===== config.mk =====
export PLATFORM = sky130hd
export DESIGN_NAME = net_half_perimeter_wirelength_core_flat
export DESIGN_NICKNAME = d
export VERILOG_FILES = /design/src/hw/rtl/nhpw_pkg.sv /design/src/hw/rtl/nhpw_if.sv /design/src/hw/rtl/net_half_perimeter_wirelength_core.sv /design/src/hw/rtl/nhpw_pos.sv /design/src/hw/rtl/nhpw_box.sv /design/src/hw/rtl/nhpw_acc.sv /design/src/flat_wrapper.sv
export SDC_FILE = /design/constraint.sdc
export NUM_CORES = 2
export LEC_CHECK = 0
export BUFFER_PORTS_ARGS = -buffer_cell sky130_fd_sc_hd__buf_4
export CORE_MARGIN = 2
export CORE_UTILIZATION = 54
export DETAILED_ROUTE_END_ITERATION = 10
export GPL_TIMING_DRIVEN = 0
export PLACE_DENSITY = 0.67
export SKIP_CTS_REPAIR_TIMING = 1
export SLEW_MARGIN = 20
export SYNTH_ARGS = -nofsm -noshare
export SYNTH_HDL_FRONTEND = slang
export SYNTH_SLANG_ARGS = --single-unit

===== constraint.sdc =====
create_clock -name clk -period 19.05 [get_ports clk]
set_input_delay 1.905 -clock clk [delete_from_list [all_inputs] [get_ports clk]]
set_output_delay 1.905 -clock clk [all_outputs]
set_load 0.02 [all_outputs]

===== src/hw/rtl/nhpw_pkg.sv =====
// Shared constants and types for the net half-perimeter wirelength core.
package nhpw_pkg;

  localparam int COORD_BITS_DEF = 20;
  localparam int LEN_W          = 23;
  localparam int TOTAL_W        = 48;
  localparam int SCALE_W        = 24;
  localparam int SCALE_FRAC     = 16;
  localparam int CFG_IDX_W      = 1;

  localparam logic [SCALE_W-1:0] SCALE_RESET = SCALE_W'(65536);
  localparam logic [LEN_W-1:0]   LEN_MAX     = {LEN_W{1'b1}};
  localparam logic [TOTAL_W-1:0] TOTAL_MAX   = {TOTAL_W{1'b1}};

  // Configuration register indexes
  typedef enum logic [CFG_IDX_W-1:0] {
    CFG_PAD_SCALE_X = 1'b0,
    CFG_PAD_SCALE_Y = 1'b1
  } cfg_reg_t;

  // Per-pin control bits carried down the pipeline
  typedef struct packed {
    logic last;
    logic clr;
  } pin_flags_t;

endpackage


===== src/hw/rtl/nhpw_if.sv =====
// Valid/ready channel interfaces for pin beats and net result beats.
interface nhpw_pin_if #(
  parameter int COORD_BITS = nhpw_pkg::COORD_BITS_DEF
);
  logic                  valid;
  logic                  ready;
  logic [COORD_BITS-1:0] pin_x;
  logic [COORD_BITS-1:0] pin_y;
  logic [COORD_BITS-1:0] module_x;
  logic [COORD_BITS-1:0] module_y;
  logic [COORD_BITS-1:0] module_width;
  logic                  rotated;
  logic                  is_pad;
  logic                  last_in_net;
  logic                  clear_total;

  modport source (
    output valid, pin_x, pin_y, module_x, module_y, module_width,
           rotated, is_pad, last_in_net, clear_total,
    input  ready
  );
  modport sink (
    input  valid, pin_x, pin_y, module_x, module_y, module_width,
           rotated, is_pad, last_in_net, clear_total,
    output ready
  );
endinterface

interface nhpw_res_if;
  logic                          valid;
  logic                          ready;
  logic [nhpw_pkg::LEN_W-1:0]    net_length;
  logic [nhpw_pkg::TOTAL_W-1:0]  total_length;
  logic                          total_saturated;

  modport source (
    output valid, net_length, total_length, total_saturated,
    input  ready
  );
  modport sink (
    input  valid, net_length, total_length, total_saturated,
    output ready
  );
endinterface


===== src/hw/rtl/net_half_perimeter_wirelength_core.sv =====
// Top level: pin transform, bounding box, length and saturating total pipeline.
// A net's result follows its final pin beat through the a, b, c, d and result registers.
// Throughput: one pin beat per cycle when the output does not stall, set by the box
// compare-update and 48-bit total add loops; output stalls back up the stage registers.
// Reset (synchronous, rst_n low): stages empty, box empty, total and flag zero,
// pad scales 1.0. No clearing pass is needed.
module net_half_perimeter_wirelength_core #(
  parameter int COORD_BITS = nhpw_pkg::COORD_BITS_DEF
) (
  input  logic                            clk,
  input  logic                            rst_n,
  nhpw_pin_if.sink                        in_pin,
  nhpw_res_if.source                      out_res,
  input  logic                            cfg_we,
  input  logic [nhpw_pkg::CFG_IDX_W-1:0]  cfg_index,
  input  logic [nhpw_pkg::SCALE_W-1:0]    cfg_wdata
);

  localparam int POS_W = COORD_BITS + 2;

  logic                       pos_valid, pos_ready;
  logic [POS_W-1:0]           pos_x, pos_y;
  nhpw_pkg::pin_flags_t       pos_flags;
  logic                       len_valid, len_ready, len_clr;
  logic [nhpw_pkg::LEN_W-1:0] len_value;

  nhpw_pos #(
    .COORD_BITS (COORD_BITS),
    .POS_W      (POS_W)
  ) u_pos (
    .clk       (clk),
    .rst_n     (rst_n),
    .in_pin    (in_pin),
    .cfg_we    (cfg_we),
    .cfg_index (cfg_index),
    .cfg_wdata (cfg_wdata),
    .pos_valid (pos_valid),
    .pos_ready (pos_ready),
    .pos_x     (pos_x),
    .pos_y     (pos_y),
    .pos_flags (pos_flags)
  );

  nhpw_box #(
    .POS_W (POS_W)
  ) u_box (
    .clk       (clk),
    .rst_n     (rst_n),
    .pos_valid (pos_valid),
    .pos_ready (pos_ready),
    .pos_x     (pos_x),
    .pos_y     (pos_y),
    .pos_flags (pos_flags),
    .len_valid (len_valid),
    .len_ready (len_ready),
    .len_value (len_value),
    .len_clr   (len_clr)
  );

  nhpw_acc u_acc (
    .clk       (clk),
    .rst_n     (rst_n),
    .len_valid (len_valid),
    .len_ready (len_ready),
    .len_value (len_value),
    .len_clr   (len_clr),
    .out_res   (out_res)
  );

endmodule


===== src/hw/rtl/nhpw_pos.sv =====
// Input register, pad scale registers and pin position transform stage.
module nhpw_pos #(
  parameter int COORD_BITS = nhpw_pkg::COORD_BITS_DEF,
  parameter int POS_W      = COORD_BITS + 2
) (
  input  logic                              clk,
  input  logic                              rst_n,
  nhpw_pin_if.sink                          in_pin,
  input  logic                              cfg_we,
  input  logic [nhpw_pkg::CFG_IDX_W-1:0]    cfg_index,
  input  logic [nhpw_pkg::SCALE_W-1:0]      cfg_wdata,
  output logic                              pos_valid,
  input  logic                              pos_ready,
  output logic [POS_W-1:0]                  pos_x,
  output logic [POS_W-1:0]                  pos_y,
  output nhpw_pkg::pin_flags_t              pos_flags
);

  localparam int PROD_W = COORD_BITS + nhpw_pkg::SCALE_W;
  localparam int SHR_W  = PROD_W - nhpw_pkg::SCALE_FRAC;

  logic [nhpw_pkg::SCALE_W-1:0] scale_x_r, scale_y_r;

  logic                  a_valid_r;
  logic [COORD_BITS-1:0] a_px_r, a_py_r, a_mx_r, a_my_r, a_mw_r;
  logic                  a_rot_r, a_pad_r;
  nhpw_pkg::pin_flags_t  a_flags_r;

  logic                  b_valid_r;
  logic [POS_W-1:0]      b_x_r, b_y_r;
  nhpw_pkg::pin_flags_t  b_flags_r;

  logic en_a, en_b;

  logic [PROD_W-1:0]     prod_x, prod_y;
  logic [SHR_W-1:0]      shr_x, shr_y;
  logic [POS_W-1:0]      pad_x, pad_y;
  logic [COORD_BITS:0]   sum_x, sum_y, up_y, rot_y;
  logic [POS_W-1:0]      x_nxt, y_nxt;

  // Advance a stage when it is empty or its contents move on
  assign en_b         = !b_valid_r || pos_ready;
  assign en_a         = !a_valid_r || en_b;
  assign in_pin.ready = en_a;

  // Pad scale registers
  always_ff @(posedge clk) begin
    if (!rst_n) begin
      scale_x_r <= nhpw_pkg::SCALE_RESET;
      scale_y_r <= nhpw_pkg::SCALE_RESET;
    end else if (cfg_we) begin
      unique case (nhpw_pkg::cfg_reg_t'(cfg_index))
        nhpw_pkg::CFG_PAD_SCALE_X: scale_x_r <= cfg_wdata;
        nhpw_pkg::CFG_PAD_SCALE_Y: scale_y_r <= cfg_wdata;
      endcase
    end
  end

  // Capture the incoming pin beat
  always_ff @(posedge clk) begin
    if (!rst_n) begin
      a_valid_r <= 1'b0;
    end else if (en_a) begin
      a_valid_r <= in_pin.valid;
    end
  end

  always_ff @(posedge clk) begin
    if (en_a && in_pin.valid) begin
      a_px_r          <= in_pin.pin_x;
      a_py_r          <= in_pin.pin_y;
      a_mx_r          <= in_pin.module_x;
      a_my_r          <= in_pin.module_y;
      a_mw_r          <= in_pin.module_width;
      a_rot_r         <= in_pin.rotated;
      a_pad_r         <= in_pin.is_pad;
      a_flags_r.last  <= in_pin.last_in_net;
      a_flags_r.clr   <= in_pin.clear_total;
    end
  end

  // Scale pad coordinates, truncate, clamp to the position range
  always_comb begin
    prod_x = PROD_W'(a_px_r) * PROD_W'(scale_x_r);
    prod_y = PROD_W'(a_py_r) * PROD_W'(scale_y_r);
    shr_x  = prod_x[PROD_W-1:nhpw_pkg::SCALE_FRAC];
    shr_y  = prod_y[PROD_W-1:nhpw_pkg::SCALE_FRAC];
    pad_x  = (|shr_x[SHR_W-1:POS_W]) ? {POS_W{1'b1}} : shr_x[POS_W-1:0];
    pad_y  = (|shr_y[SHR_W-1:POS_W]) ? {POS_W{1'b1}} : shr_y[POS_W-1:0];
  end

  // Module pin: offset plus origin, swapped and mirrored when rotated
  always_comb begin
    sum_x = {1'b0, a_mx_r} + {1'b0, a_rot_r ? a_py_r : a_px_r};
    sum_y = {1'b0, a_my_r} + {1'b0, a_py_r};
    up_y  = {1'b0, a_my_r} + {1'b0, a_mw_r};
    rot_y = (up_y >= {1'b0, a_px_r}) ? (up_y - {1'b0, a_px_r}) : '0;
    if (a_pad_r) begin
      x_nxt = pad_x;
      y_nxt = pad_y;
    end else begin
      x_nxt = POS_W'(sum_x);
      y_nxt = a_rot_r ? POS_W'(rot_y) : POS_W'(sum_y);
    end
  end

  // Hold the absolute position for the box stage
  always_ff @(posedge clk) begin
    if (!rst_n) begin
      b_valid_r <= 1'b0;
    end else if (en_b) begin
      b_valid_r <= a_valid_r;
    end
  end

  always_ff @(posedge clk) begin
    if (en_b && a_valid_r) begin
      b_x_r     <= x_nxt;
      b_y_r     <= y_nxt;
      b_flags_r <= a_flags_r;
    end
  end

  assign pos_valid = b_valid_r;
  assign pos_x     = b_x_r;
  assign pos_y     = b_y_r;
  assign pos_flags = b_flags_r;

endmodule


===== src/hw/rtl/nhpw_box.sv =====
// Running bounding box of the current net and half-perimeter stage.
module nhpw_box #(
  parameter int POS_W = nhpw_pkg::COORD_BITS_DEF + 2
) (
  input  logic                        clk,
  input  logic                        rst_n,
  input  logic                        pos_valid,
  output logic                        pos_ready,
  input  logic [POS_W-1:0]            pos_x,
  input  logic [POS_W-1:0]            pos_y,
  input  nhpw_pkg::pin_flags_t        pos_flags,
  output logic                        len_valid,
  input  logic                        len_ready,
  output logic [nhpw_pkg::LEN_W-1:0]  len_value,
  output logic                        len_clr
);

  localparam int SUM_W = (POS_W + 1 > nhpw_pkg::LEN_W) ? POS_W + 1 : nhpw_pkg::LEN_W + 1;

  logic [POS_W-1:0] min_x_r, max_x_r, min_y_r, max_y_r;
  logic [POS_W-1:0] min_x_nxt, max_x_nxt, min_y_nxt, max_y_nxt;

  logic             c_valid_r, c_clr_r;
  logic [POS_W-1:0] c_min_x_r, c_max_x_r, c_min_y_r, c_max_y_r;

  logic                       d_valid_r, d_clr_r;
  logic [nhpw_pkg::LEN_W-1:0] d_len_r;

  logic             en_c, en_d, fire;
  logic [POS_W-1:0] dx, dy;
  logic [SUM_W-1:0] len_sum;
  logic [nhpw_pkg::LEN_W-1:0] len_nxt;

  assign en_d      = !d_valid_r || len_ready;
  assign en_c      = !c_valid_r || en_d;
  assign pos_ready = en_c;
  assign fire      = pos_valid && en_c;

  // Fold the new pin into the box
  always_comb begin
    min_x_nxt = (pos_x < min_x_r) ? pos_x : min_x_r;
    max_x_nxt = (pos_x > max_x_r) ? pos_x : max_x_r;
    min_y_nxt = (pos_y < min_y_r) ? pos_y : min_y_r;
    max_y_nxt = (pos_y > max_y_r) ? pos_y : max_y_r;
  end

  // Update the box; empty it after the final pin of a net
  always_ff @(posedge clk) begin
    if (!rst_n || (fire && pos_flags.last)) begin
      min_x_r <= {POS_W{1'b1}};
      min_y_r <= {POS_W{1'b1}};
      max_x_r <= '0;
      max_y_r <= '0;
    end else if (fire) begin
      min_x_r <= min_x_nxt;
      min_y_r <= min_y_nxt;
      max_x_r <= max_x_nxt;
      max_y_r <= max_y_nxt;
    end
  end

  // Latch the finished box of a net
  always_ff @(posedge clk) begin
    if (!rst_n) begin
      c_valid_r <= 1'b0;
    end else if (en_c) begin
      c_valid_r <= pos_valid && pos_flags.last;
    end
  end

  always_ff @(posedge clk) begin
    if (fire && pos_flags.last) begin
      c_min_x_r <= min_x_nxt;
      c_max_x_r <= max_x_nxt;
      c_min_y_r <= min_y_nxt;
      c_max_y_r <= max_y_nxt;
      c_clr_r   <= pos_flags.clr;
    end
  end

  // Width plus height, clamped to the length range
  always_comb begin
    dx      = c_max_x_r - c_min_x_r;
    dy      = c_max_y_r - c_min_y_r;
    len_sum = SUM_W'(dx) + SUM_W'(dy);
    len_nxt = (len_sum > SUM_W'(nhpw_pkg::LEN_MAX)) ? nhpw_pkg::LEN_MAX
                                                   : len_sum[nhpw_pkg::LEN_W-1:0];
  end

  always_ff @(posedge clk) begin
    if (!rst_n) begin
      d_valid_r <= 1'b0;
    end else if (en_d) begin
      d_valid_r <= c_valid_r;
    end
  end

  always_ff @(posedge clk) begin
    if (en_d && c_valid_r) begin
      d_len_r <= len_nxt;
      d_clr_r <= c_clr_r;
    end
  end

  assign len_valid = d_valid_r;
  assign len_value = d_len_r;
  assign len_clr   = d_clr_r;

endmodule


===== src/hw/rtl/nhpw_acc.sv =====
// Saturating running total of net lengths and the result register.
module nhpw_acc (
  input  logic                        clk,
  input  logic                        rst_n,
  input  logic                        len_valid,
  output logic                        len_ready,
  input  logic [nhpw_pkg::LEN_W-1:0]  len_value,
  input  logic                        len_clr,
  nhpw_res_if.source                  out_res
);

  localparam int TW = nhpw_pkg::TOTAL_W;

  logic [TW-1:0]              total_r;
  logic                       sat_r;
  logic                       out_valid_r;
  logic [nhpw_pkg::LEN_W-1:0] out_len_r;

  logic          fire;
  logic [TW-1:0] base;
  logic          base_sat;
  logic [TW:0]   sum;
  logic [TW-1:0] total_nxt;
  logic          sat_nxt;

  assign len_ready = !out_valid_r || out_res.ready;
  assign fire      = len_valid && len_ready;

  // Add the net length, clearing first on request, stick at the top
  always_comb begin
    base      = len_clr ? '0 : total_r;
    base_sat  = len_clr ? 1'b0 : sat_r;
    sum       = {1'b0, base} + (TW + 1)'(len_value);
    total_nxt = sum[TW] ? nhpw_pkg::TOTAL_MAX : sum[TW-1:0];
    sat_nxt   = base_sat | sum[TW];
  end

  always_ff @(posedge clk) begin
    if (!rst_n) begin
      total_r <= '0;
      sat_r   <= 1'b0;
    end else if (fire) begin
      total_r <= total_nxt;
      sat_r   <= sat_nxt;
    end
  end

  // Result register; hold until the beat is taken
  always_ff @(posedge clk) begin
    if (!rst_n) begin
      out_valid_r <= 1'b0;
    end else if (len_ready) begin
      out_valid_r <= len_valid;
    end
  end

  always_ff @(posedge clk) begin
    if (fire) begin
      out_len_r <= len_value;
    end
  end

  assign out_res.valid           = out_valid_r;
  assign out_res.net_length      = out_len_r;
  assign out_res.total_length    = total_r;
  assign out_res.total_saturated = sat_r;

endmodule

===== src/flat_wrapper.sv =====
// flat-port wrapper written by rule: the top's interface ports become plain ports
module net_half_perimeter_wirelength_core_flat 
#(
  parameter int COORD_BITS = nhpw_pkg::COORD_BITS_DEF
)
  (clk, rst_n, cfg_we, cfg_index, cfg_wdata, in_pin_valid, in_pin_pin_x, in_pin_pin_y, in_pin_module_x, in_pin_module_y, in_pin_module_width, in_pin_rotated, in_pin_is_pad, in_pin_last_in_net, in_pin_clear_total, in_pin_ready, out_res_valid, out_res_net_length, out_res_total_length, out_res_total_saturated, out_res_ready);
  nhpw_pin_if #(.COORD_BITS(COORD_BITS)) in_pin_i ();
  nhpw_res_if out_res_i ();
  input  logic clk;
  input  logic rst_n;
  input  logic cfg_we;
  input  logic [nhpw_pkg::CFG_IDX_W-1:0] cfg_index;
  input  logic [nhpw_pkg::SCALE_W-1:0] cfg_wdata;
  input wire logic [$bits(in_pin_i.valid)-1:0] in_pin_valid;
  input wire logic [$bits(in_pin_i.pin_x)-1:0] in_pin_pin_x;
  input wire logic [$bits(in_pin_i.pin_y)-1:0] in_pin_pin_y;
  input wire logic [$bits(in_pin_i.module_x)-1:0] in_pin_module_x;
  input wire logic [$bits(in_pin_i.module_y)-1:0] in_pin_module_y;
  input wire logic [$bits(in_pin_i.module_width)-1:0] in_pin_module_width;
  input wire logic [$bits(in_pin_i.rotated)-1:0] in_pin_rotated;
  input wire logic [$bits(in_pin_i.is_pad)-1:0] in_pin_is_pad;
  input wire logic [$bits(in_pin_i.last_in_net)-1:0] in_pin_last_in_net;
  input wire logic [$bits(in_pin_i.clear_total)-1:0] in_pin_clear_total;
  output wire logic [$bits(in_pin_i.ready)-1:0] in_pin_ready;
  output wire logic [$bits(out_res_i.valid)-1:0] out_res_valid;
  output wire logic [$bits(out_res_i.net_length)-1:0] out_res_net_length;
  output wire logic [$bits(out_res_i.total_length)-1:0] out_res_total_length;
  output wire logic [$bits(out_res_i.total_saturated)-1:0] out_res_total_saturated;
  input wire logic [$bits(out_res_i.ready)-1:0] out_res_ready;
  assign in_pin_i.valid = in_pin_valid;
  assign in_pin_i.pin_x = in_pin_pin_x;
  assign in_pin_i.pin_y = in_pin_pin_y;
  assign in_pin_i.module_x = in_pin_module_x;
  assign in_pin_i.module_y = in_pin_module_y;
  assign in_pin_i.module_width = in_pin_module_width;
  assign in_pin_i.rotated = in_pin_rotated;
  assign in_pin_i.is_pad = in_pin_is_pad;
  assign in_pin_i.last_in_net = in_pin_last_in_net;
  assign in_pin_i.clear_total = in_pin_clear_total;
  assign in_pin_ready = in_pin_i.ready;
  assign out_res_valid = out_res_i.valid;
  assign out_res_net_length = out_res_i.net_length;
  assign out_res_total_length = out_res_i.total_length;
  assign out_res_total_saturated = out_res_i.total_saturated;
  assign out_res_i.ready = out_res_ready;
  net_half_perimeter_wirelength_core #(.COORD_BITS(COORD_BITS)) u_core (.clk(clk), .rst_n(rst_n), .in_pin(in_pin_i), .out_res(out_res_i), .cfg_we(cfg_we), .cfg_index(cfg_index), .cfg_wdata(cfg_wdata));
endmodule

### Word-level counts from Yosys, hierarchy flattened

Index checks and enable logic that the tools add are counted.

* add/subtract/negate cells: 8
* multiply operators: 2
* order comparisons: 6
* mux-type cells: 14
* bitwise gates (word level): 2
* reduce and logical (&&, ||, !) cells: 23

Operators by type and width (number)
* 22-bit 2-to-1 mux: 7
* 48-bit 2-to-1 mux: 2
* 20-bit by 24-bit multiplier with 44-bit output: 2
* 20-bit by 20-bit adder with 21-bit output: 3
* 21-bit 2-to-1 mux: 3
* 48-bit by 23-bit adder with 49-bit output: 1
* 22-bit > comparator: 2
* 22-bit < comparator: 2
* 22-bit subtractor: 2
* 22-bit by 22-bit adder with 23-bit output: 1
* 23-bit > comparator, second input constant: 1
* 21-bit by 20-bit >= comparator with 1-bit output: 1
* 21-bit by 20-bit subtractor with 21-bit output: 1
* 20-bit 2-to-1 mux: 1
* 6-bit OR reduction: 2
* 1-bit logical AND: 7
* 1-bit zero test: 6
* 1-bit logical OR: 6
* 2-bit AND reduction: 2
* 1-bit 2-to-1 mux: 1
* 1-bit inverter: 1
* 1-bit OR: 1

* bits in registers: 476
* bits of input ports: 134
* output and inout port bits: 74
* logic and storage cells: 90

### Logic depth before layout (Yosys ltp)

* depth after elaboration: 7
* gate-level depth with buffers: 28
* mapped depth without buffers: 26

### Hierarchy

Synthesis repeated with hierarchy kept, for this count alone.

* cells, all modules: 6497
* area total of the unflattened synthesis: 59779.8 µm²

By module, submodules not included
* nhpw_pos: times used 1, cells an instance 4531, area each 41622.4 µm², seq. area each 5505.3 µm²
* nhpw_box: times used 1, cells an instance 1451, area each 13544.2 µm², seq. area each 5195.0 µm²
* nhpw_acc: times used 1, cells an instance 515, area each 4613.2 µm², seq. area each 1691.6 µm²

### Least setup slack after synthesis

OpenSTA, ideal clock, no wires.

* path type: input port to flip-flop
* start: input port out_res_ready
* end: register u_core.u_pos.a_flags_r[0] in the netlist's numbering (enable)
* setup time: 0.629 ns
* arrival: 7.410 ns
* required time: 18.421 ns
* slack: 11.011 ns
* stages on the path: 3
* buffers on the path: 0
* cell sequence: nor2b_1 and3_1 a31oi_1

* longest elaborated chain between the ends: 6

Ends and longest elaborated chain
* start: declaration: RTL line flat_wrapper.sv:29 `input wire logic [$bits(out_res_i.ready)-1:0] out_res_ready;`
* 1-bit logical OR: RTL line nhpw_acc.sv:26 `assign len_ready = !out_valid_r || out_res.ready;`
* 1-bit logical OR: RTL line nhpw_box.sv:34 `assign en_d = !d_valid_r || len_ready;`
* 1-bit logical OR: RTL line nhpw_box.sv:35 `assign en_c = !c_valid_r || en_d;`
* 1-bit logical OR: RTL line nhpw_pos.sv:42 `assign en_b = !b_valid_r || pos_ready;`
* 1-bit logical OR: RTL line nhpw_pos.sv:43 `assign en_a = !a_valid_r || en_b;`
* 1-bit logical AND: RTL line nhpw_pos.sv:69 `if (en_a && in_pin.valid) begin`
* end: declaration: RTL line nhpw_pos.sv:27 `nhpw_pkg::pin_flags_t a_flags_r;`

Every way passes these cells.
A chain may end at the register's enable or synchronous reset.

### Final worst setup path

* start: register u_core.u_pos.a_py_r[7]
* end: register u_core.u_pos.b_y_r[20], in the netlist u_core.u_pos.pos_y[20] (data pin)

* longest elaborated chain between the ends: 4
* elaborated cells on any way between the ends: 6
* classes of those cells: add/sub: 1; mul: 1; mux: 3; reduce/logical: 1

Ends and longest elaborated chain
* start: declaration: RTL line nhpw_pos.sv:25 `logic [COORD_BITS-1:0] a_px_r, a_py_r, a_mx_r, a_my_r, a_mw_r;`
* start signal: assignment: RTL line nhpw_pos.sv:71 `a_py_r <= in_pin.pin_y;`
* 20-bit by 24-bit multiplier with 44-bit output: RTL line nhpw_pos.sv:85 `prod_y = PROD_W'(a_py_r) * PROD_W'(scale_y_r);`
* 6-bit OR reduction: RTL line nhpw_pos.sv:89 `pad_y = (|shr_y[SHR_W-1:POS_W]) ? {POS_W{1'b1}} : shr_y[POS_W-1:0];`
* 22-bit 2-to-1 mux: RTL line nhpw_pos.sv:89
* 22-bit 2-to-1 mux (*): RTL line nhpw_pos.sv:98 `if (a_pad_r) begin`
* net u_core.u_pos.y_nxt[20]: RTL line nhpw_pos.sv:39 `logic [POS_W-1:0] x_nxt, y_nxt;`
* end signal: assignment: RTL line nhpw_pos.sv:119 `b_y_r <= y_nxt;`
* end: declaration: RTL line nhpw_pos.sv:30 `logic [POS_W-1:0] b_x_r, b_y_r;`

The timed path passes the listed nets; every way through them passes the cells marked *.

==> impl_metrics.toml <==
[status]
run_status = "finished, final reports clean"

[critical_path]
crit_top_cell = "fa_1"
arrival_ns = 9.73
cp.required_ns = 19.34
path_cells = "clkbuf_1 -> nand2_1 -> fa_1 -> fa_1 -> fa_1 -> fa_1 -> inv_1 -> fa_1 -> fa_1 -> inv_1 -> fa_1 -> inv_1 -> ha_1 -> and4_1 -> and2_1 -> a31oi_1 -> o21ai_1 -> a311oi_2 -> a31oi_1 -> nor4_1 -> nor3_1 -> nor4_4 -> buf_2 -> a32oi_1"
critical-path-max-stage-delay_ns = 0.87
critical_path.slowest_cell = "edfxtp_1"
critPathKind = "flop to flop"
cp_top_family = "adder cells"
crit_path_end_kind = "flop"
critical_path_buf_inv_count = 5
startpoint_type = "flop"
cp_max_fo = 10

[finish]
drive_gt1_share_pct = 6.09
fill_cells = 9424
areaGrowthSynthToFinish_pct = 9.55
layout.nets = 8016

[logic_synthesis]
synth-main-ff-cell = "edfxtp_1"
synth_fp_nets = 7743
avgSynthCellArea_um2 = 9.27
synth.most_common_cell = "inv_1"
synth-async-reset-ratio_pct = 0
netlist_area_um2 = 58000
synth_edf_count = 286
ys_warn_count = 0
yosys.area.top_type = "fa_1"
yosysSeqAreaShare_pct = 21.4
synth-seq-cells = 476
yosysTopAreaCellShare_pct = 27.3
synthTopCellsByCount = "1095 x inv_1, 797 x nand2_1, 790 x fa_1"
synth_area_leaders = "fa_1 27%, edfxtp_1 15%, ha_1 12%"
synth_cell_type_count = 80
syn_inst = 6262

[floorplanning]
die_w_um = 332
core_area_um2 = 107000
pin_count = 208
rows = 120
die_area_um2 = 110000
start_util_pct = 54.4
die_h_um = 332

[sta]
slew_headroom_pct = 15.1
whs_ns = 0.427
tightest_slew_ns = 1.27
min_period_ns = 9.44
hold_violations = 0
setup_violations = 0
setup_tns_ns = 0
slew_viol_final = 0
grt_setup_unrepaired = "false"
clock_skew_ns = 0.0436
min_period_over_period_pct = 49.5
max_freq_mhz = 106
setup_slack_ns = 9.61

[grt]
antenna_found_initial = 9
grt_max_degree = 61
grt_overflow_total = 0
grt_use_total_pct = 32.6
grt_first_pass_wirelength_um = 272000
grt_pass1_vias = 45600

[cts]
clk_pin_slew_worst_paths_ns = 0.06
numCtsBuffers = 54
cts_tree = "yes"
cts_root_buf = "clkbuf_16"
cts.sink_count = 476
htree_levels = 2
clockBufferDepth = 3
clkLatencyLatePin_ns = 0.69

[detailed_routing]
dr.pass1.iters = 6
wl_per_cell_um = 22.3
finalWirelength_um = 178000
drc = 0
drt_iter0_drc = 3693
drtAntennaViolNets = 0
dr_total_vias = 45800
via_per_inst = 5.73

[pwr]
leakagePower_nw = 30.6
powerDensity_nw_per_um2 = 82.9
fin_total_pwr_mw = 5.27
vdd_drop_max_uv = 77.6

[placement]
pre_cts_ws_ns = 9.92
portBuffers = 207
gp_congestion = 0.968
dp_hpwl_um = 144000

[min_path]
hp-class = "flop to flop"

[run]
max_cap_violations = 0
==> power by group <==
| group | switching [mW] | internal, mW | leakage, nW | total, mW |
|---|---|---|---|---|
| Combinational | 1.75 | 1.08 | 25.5 | 2.84 |
| Clock | 0.475 | 0.659 | 0.918 | 1.13 |
| Sequential | 0.101 | 1.20 | 4.22 | 1.30 |
==> placed cells by master, fill, tap and decap left out, drive strengths merged, types with 205 or more instances in the layout <==
master  count
a21oi     258
inv      1098
o21ai     205
buf       234
edfxtp    286
and2      507
clkbuf    335
nand2     797
ha        557
fa        790
==> stage by stage <==
step / std cells / util, % / area (um^2)
global placement: 7872 / 57.5 / 61300
global route: 7983 / 59.5 / 63600
CTS: 7983 / 59.5 / 63600
detailed placement: 7882 / 57.7 / 61600
floorplan: 6262 / - / 58000
finish: 7986 / 59.5 / 63600
==> kinds of logic (layout without fill, tap and decap cells) <==
family	after synthesis	after routing	synth area share, %
and+or+nand+nor	1814	1814	15.2
xor gates and xnor gates	188	188	2.84
DFF	476	476	21.4
adders and majority gates	1347	1347	39.3
buffers and inverters	1383	1701	8.99
muxes	93	93	1.70
other	0	3	0
AOI/OAI and AO/OA	961	961	10.7
==> state kept, by name, summed over array words and instances, names as in the netlist, 2 cells and up <==
signal,count
u_core.u_box.c_max_x_r,22
u_core.u_box.min_y_r,22
u_core.u_acc.out_res.net_length,23
u_core.u_pos.a_flags_r,2
u_core.u_pos.a_mw_r,20
u_core.u_pos.a_mx_r,20
u_core.u_box.max_y_r,22
u_core.u_box.min_x_r,22
u_core.u_pos.pos_flags,2
u_core.u_pos.scale_y_r,24
u_core.u_pos.pos_y,22
u_core.u_box.c_min_y_r,22
u_core.u_box.len_value,23
u_core.u_pos.pos_x,22
u_core.u_box.max_x_r,22
u_core.u_pos.a_py_r,20
u_core.u_box.c_max_y_r,22
u_core.u_pos.scale_x_r,24
u_core.u_pos.a_my_r,20
u_core.u_box.c_min_x_r,22
u_core.u_acc.out_res.total_length,48
u_core.u_pos.a_px_r,20
==> path summary, 6_finish.rpt <==
path	start	endpoint	slack, ns	depth (start not counted)
hold / removal	u_core.u_box.c_clr_r$_DFFE_PP_	u_core.u_box.len_clr$_DFFE_PP_	0.43	0
setup reg to reg	u_core.u_pos.a_py_r[7]$_DFFE_PP_	u_core.u_pos.pos_y[20]$_DFFE_PP_	9.61	24
hold reg to reg	u_core.u_box.c_clr_r$_DFFE_PP_	u_core.u_box.len_clr$_DFFE_PP_	0.43	0
setup / recovery	u_core.u_pos.a_py_r[7]$_DFFE_PP_	u_core.u_pos.pos_y[20]$_DFFE_PP_	9.61	24
==> layout make-up <==
| cell class | instances | area (um^2) | share of cell area [%] |
|---|---|---|---|
| antenna | 3 | 7.51 | 0.0118 |
| buffer | 288 | 1100 | 1.74 |
| tap | 1403 | 1760 | 2.76 |
| clock buffer | 64 | 1410 | 2.22 |
| clock inverter | 37 | 523 | 0.823 |
| sequential | 476 | 12400 | 19.5 |
| multi-input combinational | 4403 | 40500 | 63.6 |
| inverter | 1095 | 4110 | 6.47 |
| timing repair buffer | 217 | 1800 | 2.84 |
==> routing by layer <==
metal  share of wire [%]  global-route usage [%]  vias up  wire length (um)
met5                   0                       0        -                 0
met4                 5.4                    14.7        0              9570
met3                 7.6                    4.85      388             13400
met2                  45                    51.7     1766             80100
met1                  42                    44.5    22900             74800
li1                    -                       -    20700                 -
No activity file was read; power rests on OpenSTA's default activity.
